## src/rtl/core/pidaw_pkg.sv

```systemverilog
package pidaw_pkg;

	localparam int MeasW  = 16;
	localparam int ErrW   = MeasW + 1;
	localparam int GainW  = 24;
	localparam int LimW   = 23;
	localparam int DriveW = 24;
	localparam int IntW   = 32;
	localparam int CfgIdxW  = 3;
	localparam int CfgDataW = 24;

	localparam logic [LimW-1:0] LIMIT_RESET = 23'd786432;

	localparam logic [CfgIdxW-1:0] REG_SETPOINT  = 3'd0;
	localparam logic [CfgIdxW-1:0] REG_KP_FAST   = 3'd1;
	localparam logic [CfgIdxW-1:0] REG_KI_FAST   = 3'd2;
	localparam logic [CfgIdxW-1:0] REG_KP_SLOW   = 3'd3;
	localparam logic [CfgIdxW-1:0] REG_KI_SLOW   = 3'd4;
	localparam logic [CfgIdxW-1:0] REG_KD        = 3'd5;
	localparam logic [CfgIdxW-1:0] REG_OUT_LIMIT = 3'd6;
	localparam logic [CfgIdxW-1:0] REG_START_SET = 3'd7;

	localparam logic CMD_SAMPLE = 1'b0;
	localparam logic CMD_TOGGLE = 1'b1;

	typedef struct packed {
		logic                    cmd;
		logic signed [MeasW-1:0] measured_value;
	} sample_word_t;

	typedef struct packed {
		logic signed [DriveW-1:0] drive;
		logic                     clamped;
		logic                     active_set;
	} result_word_t;

endpackage

```

## src/rtl/core/pidaw_ifs.sv

```systemverilog
interface pidaw_sample_if;
	logic                   valid;
	logic                   ready;
	pidaw_pkg::sample_word_t data;

	modport source (output valid, output data, input ready);
	modport sink (input valid, input data, output ready);
endinterface

interface pidaw_result_if;
	logic                   valid;
	logic                   ready;
	pidaw_pkg::result_word_t data;

	modport source (output valid, output data, input ready);
	modport sink (input valid, input data, output ready);
endinterface

```

## src/rtl/core/pid_antiwindup_gain_switch_unit.sv

```systemverilog
// channel  | dir | word                                   | handshake
// sample   | in  | cmd, measured_value                    | valid/ready
// result   | out | drive, clamped, active_set             | valid/ready
// cfg      | in  | cfg_index, cfg_data                    | cfg_wen, no back-pressure
//
// One word per cycle sustained while the result side is not stalled by result.ready.
// The error is formed into an input register, then P, I, D, the integral
// update and the clamp run in one pass into the result register, together
// with the controller state, so the next word sees the updated state.
// Async reset clears state and valids; a stalled result holds the input
// register, and a new sample is still taken whenever the input register frees.
module pid_antiwindup_gain_switch_unit (
	input  logic                             clk,
	input  logic                             arst_n,
	input  logic                             cfg_wen,
	input  logic [pidaw_pkg::CfgIdxW-1:0]    cfg_index,
	input  logic [pidaw_pkg::CfgDataW-1:0]   cfg_data,
	pidaw_sample_if.sink                     sample,
	pidaw_result_if.source                   result
);
	import pidaw_pkg::*;

	// configuration
	logic signed [MeasW-1:0] setpoint_q;
	logic [GainW-1:0]        kp_fast_q, ki_fast_q, kp_slow_q, ki_slow_q, kd_q;
	logic [LimW-1:0]         out_limit_q;

	// controller state
	logic signed [IntW-1:0]   integral_q;
	logic signed [ErrW-1:0]   prev_err_q;
	logic signed [DriveW-1:0] last_drive_q;
	logic                     gain_sel_q;

	// input stage
	logic                   v_s1;
	logic                   cmd_s1;
	logic signed [ErrW-1:0] err_s1;

	logic         res_vld_q;
	result_word_t res_word_q;

	logic out_free, adv, take;

	assign out_free     = !res_vld_q || result.ready;
	assign adv          = v_s1 && out_free;
	assign sample.ready = !v_s1 || out_free;
	assign take         = sample.valid && sample.ready;
	assign result.valid = res_vld_q;
	assign result.data  = res_word_q;

	// datapath
	logic [GainW-1:0]         kp_sel, ki_sel;
	logic signed [ErrW:0]     err_diff;
	logic signed [41:0]       p_full, i_full;
	logic signed [42:0]       d_full;
	logic signed [33:0]       p_term, i_inc;
	logic signed [34:0]       d_term;
	logic signed [34:0]       acc;
	logic signed [IntW-1:0]   acc_sat;
	logic signed [LimW+1:0]   lim_x, last_x;
	logic                     room_up, room_dn, do_int;
	logic signed [IntW-1:0]   int_next;
	logic signed [36:0]       pid_sum, lim_w;
	logic signed [DriveW-1:0] drive_c;
	logic                     clamp_c;

	always_comb begin
		kp_sel   = gain_sel_q ? kp_slow_q : kp_fast_q;
		ki_sel   = gain_sel_q ? ki_slow_q : ki_fast_q;
		err_diff = 18'(err_s1) - 18'(prev_err_q);
		p_full   = $signed({1'b0, kp_sel}) * err_s1;
		i_full   = $signed({1'b0, ki_sel}) * err_s1;
		d_full   = $signed({1'b0, kd_q}) * err_diff;
		// floor shift to Q.16
		p_term   = p_full[41:8];
		i_inc    = i_full[41:8];
		d_term   = d_full[42:8];

		acc = 35'(integral_q) + 35'(i_inc);
		if (acc[34:31] != {4{acc[34]}}) begin
			acc_sat = acc[34] ? {1'b1, {(IntW-1){1'b0}}} : {1'b0, {(IntW-1){1'b1}}};
		end else begin
			acc_sat = acc[IntW-1:0];
		end

		lim_x   = $signed({2'b00, out_limit_q});
		last_x  = 25'(last_drive_q);
		room_up = (last_x < lim_x) && (err_s1 > 0);
		room_dn = (last_x > -lim_x) && (err_s1 < 0);
		do_int  = room_up || room_dn;
		int_next = do_int ? acc_sat : integral_q;

		pid_sum = 37'(p_term) + 37'(int_next) + 37'(d_term);
		lim_w   = $signed({14'd0, out_limit_q});
		if (pid_sum > lim_w) begin
			drive_c = DriveW'(lim_w);
			clamp_c = 1'b1;
		end else if (pid_sum < -lim_w) begin
			drive_c = DriveW'(-lim_w);
			clamp_c = 1'b1;
		end else begin
			drive_c = pid_sum[DriveW-1:0];
			clamp_c = 1'b0;
		end
	end

	// config registers
	always_ff @(posedge clk or negedge arst_n) begin
		if (!arst_n) begin
			setpoint_q  <= '0;
			kp_fast_q   <= '0;
			ki_fast_q   <= '0;
			kp_slow_q   <= '0;
			ki_slow_q   <= '0;
			kd_q        <= '0;
			out_limit_q <= LIMIT_RESET;
		end else if (cfg_wen) begin
			unique case (cfg_index)
				REG_SETPOINT:  setpoint_q  <= cfg_data[MeasW-1:0];
				REG_KP_FAST:   kp_fast_q   <= cfg_data[GainW-1:0];
				REG_KI_FAST:   ki_fast_q   <= cfg_data[GainW-1:0];
				REG_KP_SLOW:   kp_slow_q   <= cfg_data[GainW-1:0];
				REG_KI_SLOW:   ki_slow_q   <= cfg_data[GainW-1:0];
				REG_KD:        kd_q        <= cfg_data[GainW-1:0];
				REG_OUT_LIMIT: out_limit_q <= cfg_data[LimW-1:0];
				// start set loads the gain select directly in the state block
				default: ;
			endcase
		end
	end

	// input stage
	always_ff @(posedge clk or negedge arst_n) begin
		if (!arst_n) begin
			v_s1 <= 1'b0;
		end else if (sample.ready) begin
			v_s1 <= sample.valid;
		end
	end

	always_ff @(posedge clk) begin
		if (take) begin
			cmd_s1 <= sample.data.cmd;
			err_s1 <= 17'(setpoint_q) - 17'(sample.data.measured_value);
		end
	end

	// state and result register
	always_ff @(posedge clk or negedge arst_n) begin
		if (!arst_n) begin
			integral_q   <= '0;
			prev_err_q   <= '0;
			last_drive_q <= '0;
			gain_sel_q   <= 1'b0;
			res_vld_q    <= 1'b0;
		end else begin
			if (adv) begin
				res_vld_q <= 1'b1;
			end else if (result.ready) begin
				res_vld_q <= 1'b0;
			end
			if (cfg_wen && cfg_index == REG_START_SET) begin
				gain_sel_q <= cfg_data[0];
			end else if (adv && cmd_s1 == CMD_TOGGLE) begin
				gain_sel_q <= !gain_sel_q;
			end
			if (adv && cmd_s1 == CMD_SAMPLE) begin
				integral_q   <= int_next;
				prev_err_q   <= err_s1;
				last_drive_q <= drive_c;
			end
		end
	end

	always_ff @(posedge clk) begin
		if (adv) begin
			if (cmd_s1 == CMD_SAMPLE) begin
				res_word_q.drive      <= drive_c;
				res_word_q.clamped    <= clamp_c;
				res_word_q.active_set <= gain_sel_q;
			end else begin
				res_word_q.drive      <= last_drive_q;
				res_word_q.clamped    <= 1'b0;
				res_word_q.active_set <= !gain_sel_q;
			end
		end
	end

endmodule
```

## src/flat_wrapper.sv

```systemverilog
// flat-port wrapper written by rule: the top's interface ports become plain ports
module pid_antiwindup_gain_switch_unit_flat import pidaw_pkg::*;
  (clk, arst_n, cfg_wen, cfg_index, cfg_data, sample_valid, sample_data, sample_ready, result_valid, result_data, result_ready);
  pidaw_sample_if sample_i ();
  pidaw_result_if result_i ();
  input  logic clk;
  input  logic arst_n;
  input  logic cfg_wen;
  input  logic [pidaw_pkg::CfgIdxW-1:0] cfg_index;
  input  logic [pidaw_pkg::CfgDataW-1:0] cfg_data;
  input wire logic [$bits(sample_i.valid)-1:0] sample_valid;
  input wire logic [$bits(sample_i.data)-1:0] sample_data;
  output wire logic [$bits(sample_i.ready)-1:0] sample_ready;
  output wire logic [$bits(result_i.valid)-1:0] result_valid;
  output wire logic [$bits(result_i.data)-1:0] result_data;
  input wire logic [$bits(result_i.ready)-1:0] result_ready;
  assign sample_i.valid = sample_valid;
  assign sample_i.data = sample_data;
  assign sample_ready = sample_i.ready;
  assign result_valid = result_i.valid;
  assign result_data = result_i.data;
  assign result_i.ready = result_ready;
  pid_antiwindup_gain_switch_unit u_core (.clk(clk), .arst_n(arst_n), .cfg_wen(cfg_wen), .cfg_index(cfg_index), .cfg_data(cfg_data), .sample(sample_i), .result(result_i));
endmodule
```

## config.mk

```make
export PLATFORM = sky130hd
export DESIGN_NAME = pid_antiwindup_gain_switch_unit_flat
export DESIGN_NICKNAME = d
export VERILOG_FILES = /design/src/rtl/core/pidaw_pkg.sv /design/src/rtl/core/pidaw_ifs.sv /design/src/rtl/core/pid_antiwindup_gain_switch_unit.sv /design/src/flat_wrapper.sv
export SDC_FILE = /design/constraint.sdc
export NUM_CORES = 2
export LEC_CHECK = 0
export ABC_AREA = 1
export BUFFER_PORTS_ARGS = -buffer_cell sky130_fd_sc_hd__buf_2
export CORE_AREA = 5 5 329 331
export CTS_BUF_LIST = sky130_fd_sc_hd__clkbuf_4 sky130_fd_sc_hd__clkbuf_8 sky130_fd_sc_hd__clkbuf_16
export DETAILED_ROUTE_END_ITERATION = 8
export DIE_AREA = 0 0 334 336
export PLACE_DENSITY_LB_ADDON = 0.12
export RECOVER_POWER = 25
export SLEW_MARGIN = 0
export SYNTH_ARGS = -nofsm -noshare
export SYNTH_HDL_FRONTEND = slang
export SYNTH_SLANG_ARGS = --single-unit
```

## constraint.sdc

```tcl
create_clock -name clk -period 18.8 [get_ports clk]
set_input_delay 1.88 -clock clk [delete_from_list [all_inputs] [get_ports clk]]
set_output_delay 1.88 -clock clk [all_outputs]
set_load 0.02 [all_outputs]
```

[After elaboration in Yosys (flattened, before gate mapping)]
Cells that the tools add are included.
Word-level totals
  word-level logic and storage cells: 80
  output and inout bits: 28
  bits in registers: 279
  input bits: 49
Operators by class
  equality and inequality tests: 8
  $add $sub $neg: 7
  bitwise operators: 1
  multipliers: 3
  $lt $le $gt $ge: 6
  reductions and logical operators: 23
  multiplexer cells: 14
Operators with widths (number)
  two-way mux 24 bit: 4
  two-way mux 32 bit: 3
  multiplier 25 x 17 -> 42 bit: 2
  multiplier 25 x 18 -> 43 bit: 1
  > comparator 37 x 24 -> 1 bit: 1
  less-than comparator 37 bit: 1
  negator 23 -> 37 bit: 1
  adder 35 x 35 -> 36 bit: 1
  adder 32 x 34 -> 35 bit: 1
  adder 34 x 32 -> 35 bit: 1
  two-way mux 26 bit: 1
  > comparator 24 x 25 -> 1 bit: 1
  negator 23 -> 25 bit: 1
  less-than comparator 24 bit: 1
  subtractor 17 x 17 -> 18 bit: 1
  > comparator 17 x 1 -> 1 bit (second input constant): 1
  less-than comparator 17 x 1 -> 1 bit (second input constant): 1
  subtractor 16 x 16 -> 17 bit: 1
  AND reduction 2 bit: 7
  == test 3 bit (second input constant): 4
  logical AND 1 bit: 7
  == test 3 x 2 -> 1 bit (second input constant): 2
  two-way mux 1 bit: 6
  nonzero test 2 bit: 2
  other kinds (6): 10

[Longest topological paths before layout]
  depth in word-level cells: 12
  mapped depth: 82
  mapped depth without buffers: 78

[Worst setup path before layout]
Ideal clock, no wire load.
  path kind: reg2reg
  from: register u_core.gain_sel_q
  to: register u_core.res_word_q, in the netlist u_core.result.data[18] (data pin)
  cell stages (with the launch flop): 66
  buffers on the path: 4
  setup slack: 7054 ps
  clock period less this slack: 11746 ps
  data required time: 18546 ps
  setup time: 254 ps
  arrival: 11492 ps
  path through: dfrtp_1 inv_1 clkbuf_1 clkbuf_1 or2_2 nand2_1 clkinv_1 nand2_1 fa_1 inv_1 fa_1 inv_1 fa_1 inv_1 fa_1 fa_1 inv_1 fa_1 [... 30 more ...] nand2_2 nand4_1 nand3_1 xor2_1 ha_1 nand2_1 nor2_1 nand2_1 or3_1 nand2_1 nand4_1 nor2_2 nand3_4 nand2_4 buf_8 nand3_2 nand3_1 nand2_1
On the way
  longest elaborated chain between the ends: 12
  elaborated cells on any way between the ends: 16
  classes of those cells: add/sub: 3; mul: 2; order compare: 2; eq/ne: 1; mux: 8
Ends and longest elaborated chain
  from (decl): RTL line pid_antiwindup_gain_switch_unit.sv:32  | logic gain_sel_q;
  from (signal assigned): RTL line pid_antiwindup_gain_switch_unit.sv:163  | gain_sel_q <= cfg_data[0];
  from (signal assigned): RTL line pid_antiwindup_gain_switch_unit.sv:165  | gain_sel_q <= !gain_sel_q;
  two-way mux 24 bit (*): RTL line pid_antiwindup_gain_switch_unit.sv:69  | ki_sel = gain_sel_q ? ki_slow_q : ki_fast_q;
  multiplier 25 x 17 -> 42 bit (*): RTL line pid_antiwindup_gain_switch_unit.sv:72  | i_full = $signed({1'b0, ki_sel}) * err_s1;
  adder 32 x 34 -> 35 bit (*): RTL line pid_antiwindup_gain_switch_unit.sv:79  | acc = 35'(integral_q) + 35'(i_inc);
  != test 3 bit or two-way mux 32 bit (tied branches): RTL line pid_antiwindup_gain_switch_unit.sv:80, pid_antiwindup_gain_switch_unit.sv:81
  two-way mux 32 bit (*): RTL line pid_antiwindup_gain_switch_unit.sv:80  | if (acc[34:31] != {4{acc[34]}}) begin
  two-way mux 32 bit (*): RTL line pid_antiwindup_gain_switch_unit.sv:91  | int_next = do_int ? acc_sat : integral_q;
  via u_core.int_next[1]: RTL line pid_antiwindup_gain_switch_unit.sv:62  | logic signed [IntW-1:0] int_next;
  adder 34 x 32 -> 35 bit (*): RTL line pid_antiwindup_gain_switch_unit.sv:93  | pid_sum = 37'(p_term) + 37'(int_next) + 37'(d_term);
  adder 35 x 35 -> 36 bit (*): RTL line pid_antiwindup_gain_switch_unit.sv:93
  less-than comparator 37 bit: RTL line pid_antiwindup_gain_switch_unit.sv:98  | end else if (pid_sum < -lim_w) begin
  two-way mux 24 bit: RTL line pid_antiwindup_gain_switch_unit.sv:98
  two-way mux 24 bit (*): RTL line pid_antiwindup_gain_switch_unit.sv:95  | if (pid_sum > lim_w) begin
  two-way mux 26 bit (*): RTL line pid_antiwindup_gain_switch_unit.sv:177  | if (cmd_s1 == CMD_SAMPLE) begin
  to (decl): RTL line pid_antiwindup_gain_switch_unit.sv:40  | result_word_t res_word_q;
The timed path passes the listed nets; every way through them passes the cells marked *.
A chain may end at the register's enable or synchronous reset.

[Worst setup path in the final report]
  from: register u_core.gain_sel_q
  to: register u_core.res_word_q, in the netlist u_core.result.data[14] (data pin)
Same word-level chain as after synthesis.

==> impl_results.md <==
* Layout cells sized above 1 at 0.05079
* Startpoint class of the critical path: register
* CTS Hold Buffers Added at 0
* Yosys warns at 0
* Layout Nets at 9684
* Chip height at 336 um
* Starting Density at 0.5961
* Synth Net Count at 9766
* Clock latency on the worst-skew pair at 0.61 ns
* First-pass GRT wire length at 332.1 mm
* Ports at 77
* Met3 usage at 0.09573
* Max-Slew Margin vs Limit at -2.022
* Final Skew at 0.05081 ns
* RePlAce Congestion at 1.012
* Cell area after layout at 65420 um2
* Status: finished, violations left
* Final setup fails at 0
* Clock tree buffer depth at 3
* CTS tree: done
* Final hold viol count at 0
* Crit path kind: reg -> reg
* Setup TNS at 0 ns
* Die area at 112200 um2
* H-tree depth at 2
* Post-Layout Cell Count at 9419
* Syn Inst Count at 8048
* Antenna Violating Nets Remaining at 0
* #FFs+latches synth at 279
* Area Overhead vs Synth at 4.706%
* Setup bufs post-CTS at 0
* Largest net degree at the start of global routing at 74
* Count of final max-slew check failures at 374
* Clock Pin Slew Worst Setup and Hold Paths at 0.06 ns
* Sequential-to-total area share from yosys stat at 0.1153
* Post-synth ARST share at 0.8423
* Fillers at 9627
* Period utilization at 0.8531
* PortBufs at 76
* CP Max Fanout at 51
* Core area at 104800 um2
* GRT Max-Usage Layer: met2
* Hold depth at 2
* Die Wd at 334 um
* Post-synth cell types at 63
* Dpl hpwl at 176.1 mm
* Vias in the first global route at 55883
* Mapped Area at 62480 um2
* Syn_area_per_cell at 7.764 um2
* Hold WC Path Type: reg -> reg
* Top FF cell, synth: dfrtp_1
* Drt via density at 5.797
* R2r worst-path depth at 66
* Placed Area at 64070 um2
* Final min period at 16.04 ns
* TritonCTS Sinks at 279
* Drt first pass iters at 6
* Max-cap violations at 8
* Initial antenna violation count at 19
* Total GRT Usage at 0.3892
* 1st-iter DRT viols at 4881
* Total gr overflow at 0
* Worst path arrival time at 16.39 ns
* Crit-path max cell delay at 1.54 ns
* Total Wirelength at 217.6 mm
* Post_cts resized at 0
* M1 GR Usage at 0.4904
* # rows at 119
* CTS root buf: clkbuf_16
* Via count at 54605
* CP endpoint kind: register
* # DRC at 0
* Slowest cell on the critical path: clkbuf_1
* Maximum operating frequency at 62.35 MHz
* Post-synth EDFFs at 44
* Num CTS Buffers at 37
* Placed cell count at 9318
* Wire per inst at 23.10 um
* Violated checks: max-capacitance violations, max-slew violations
* Slew @ Worst Pin at 4.533 ns
* Most Frequent Cell on Critical Path: nand2_1
* Data required, critical path at 19.15 ns
* RSZ-0062 raised after global routing: false
* Met2 Use GR at 0.6144
## cells in the final DEF, fill, tap and decap left out, types with 66 or more instances in the layout
| cell | instances |
|---|---|
| or2_2 | 119 |
| buf_4 | 66 |
| o21ai_0 | 311 |
| fa_1 | 1046 |
| xnor2_1 | 71 |
| inv_1 | 1661 |
| nand2_1 | 1824 |
| xor2_1 | 110 |
| ha_1 | 623 |
| nor2_1 | 712 |
| dfrtp_1 | 233 |
| a21oi_1 | 283 |
| buf_2 | 74 |
| nand3_1 | 324 |
## kinds of logic (layout without fill, tap and decap cells)
family	after synthesis	after routing	share of synthesized area
other	0	34	0
DFF	279	279	0.1153
xor gates and xnor gates	183	183	0.02589
AOI/OAI and AO/OA	770	770	0.06778
and+or+nand+nor	3178	3178	0.2115
adders and majority gates	1669	1669	0.4599
buffers and inverters	1969	1915	0.1197
## flip-flops by register name, summed over array words and instances (netlist names)
name and flops:
u_core.cmd_s1 1, u_core.err_s1 17, u_core.gain_sel_q 1, u_core.integral_q 32, u_core.kd_q 24, u_core.ki_fast_q 24
u_core.ki_slow_q 24, u_core.kp_fast_q 24, u_core.kp_slow_q 24, u_core.last_drive_q 24, u_core.out_limit_q 23, u_core.prev_err_q 17
u_core.result.data 26, u_core.result.valid 1, u_core.setpoint_q 16, u_core.v_s1 1
## critical path, delay by kind of cell, from the launching register on
| family | cells | cell delay [ns] |
|---|---|---|
| AND/OR/NAND/NOR | 41 | 6.38 |
| adder cells (fa/ha/maj) | 12 | 5.36 |
| buffers and inverters | 7 | 2.30 |
| AO/OA/AOI/OAI | 4 | 0.83 |
| XOR/XNOR | 2 | 0.49 |
| flip-flops | 1 | 0.36 |
## through the flow
| stage | util | hold slack (ns) | worst slack, ns |
|---|---|---|---|
| CTS | 0.6237 | 0.4793 | 3.803 |
| floorplan | - | 0.4451 | 7.054 |
| detailed placement | 0.6112 | 0.4651 | 3.830 |
| finish | 0.6242 | 0.4754 | 2.763 |
| global placement | 0.6112 | 0.4576 | 3.897 |
| global route | 0.6234 | 0.4962 | 1.559 |
## per-layer routing
layer	wire length, um	part of all wire
met5	67	0.00031
met3	22040	0.10
met1	82060	0.38
met2	97800	0.45
met4	15610	0.072
## cells in the mapped netlist, drive strengths merged, types with 2 or more instances
cell type	n	area (um2)
a211oi	6	45.04
a21boi	13	97.59
a21o	18	135.1
a21oi	285	1434
a221oi	2	17.52
a31oi	28	175.2
and2	10	62.56
and3	2	12.51
buf	25	181.4
clkbuf	245	919.6
clkinv	23	86.33
dfrtp	233	5831
dfstp	2	52.55
edfxtp	44	1321
fa	1046	20940
ha	623	7795
inv	1676	6291
nand2	1841	6973
nand3	345	1839
nand3b	8	60.06
nand4	49	306.5
nor2	719	2719
nor3	56	305.3
nor4	24	156.4
o2111ai	2	17.52
o211ai	12	90.09
o21a	21	157.7
o21ai	340	1709
o21ba	2	20.02
o21bai	26	202.7
o221ai	8	70.07
o31ai	3	22.52
or2	122	763.2
xnor2	71	621.9
xor2	112	995.9
## area by class of cell
class / instances / area (um2) / share of cell area
antenna: 34 / 85.08 / 0.001300
sequential: 279 / 7204 / 0.1101
clock inverter: 11 / 126.4 / 0.001932
clock buffer: 56 / 1182 / 0.01807
inverter: 1699 / 6377 / 0.09748
multi-input combinational: 5800 / 47810 / 0.7307
timing repair buffer: 149 / 899.6 / 0.01375
tap: 1391 / 1740 / 0.02660
## worst paths after layout
check / from / to / slack (ns)
max in group asynchronous: arst_n / u_core.ki_slow_q[20] / 12.35
max: u_core.gain_sel_q / u_core.result.data[14] / 2.76
max reg2reg: u_core.gain_sel_q / u_core.result.data[14] / 2.76
min reg2reg: u_core.ki_fast_q[10] / u_core.ki_fast_q[10] / 0.48
min in group asynchronous: arst_n / u_core.kd_q[23] / 2.88
min: u_core.ki_fast_q[10] / u_core.ki_fast_q[10] / 0.48
Power is not shown: default switching activity piles up to over one toggle a cycle in this logic, so the estimate is an artifact.
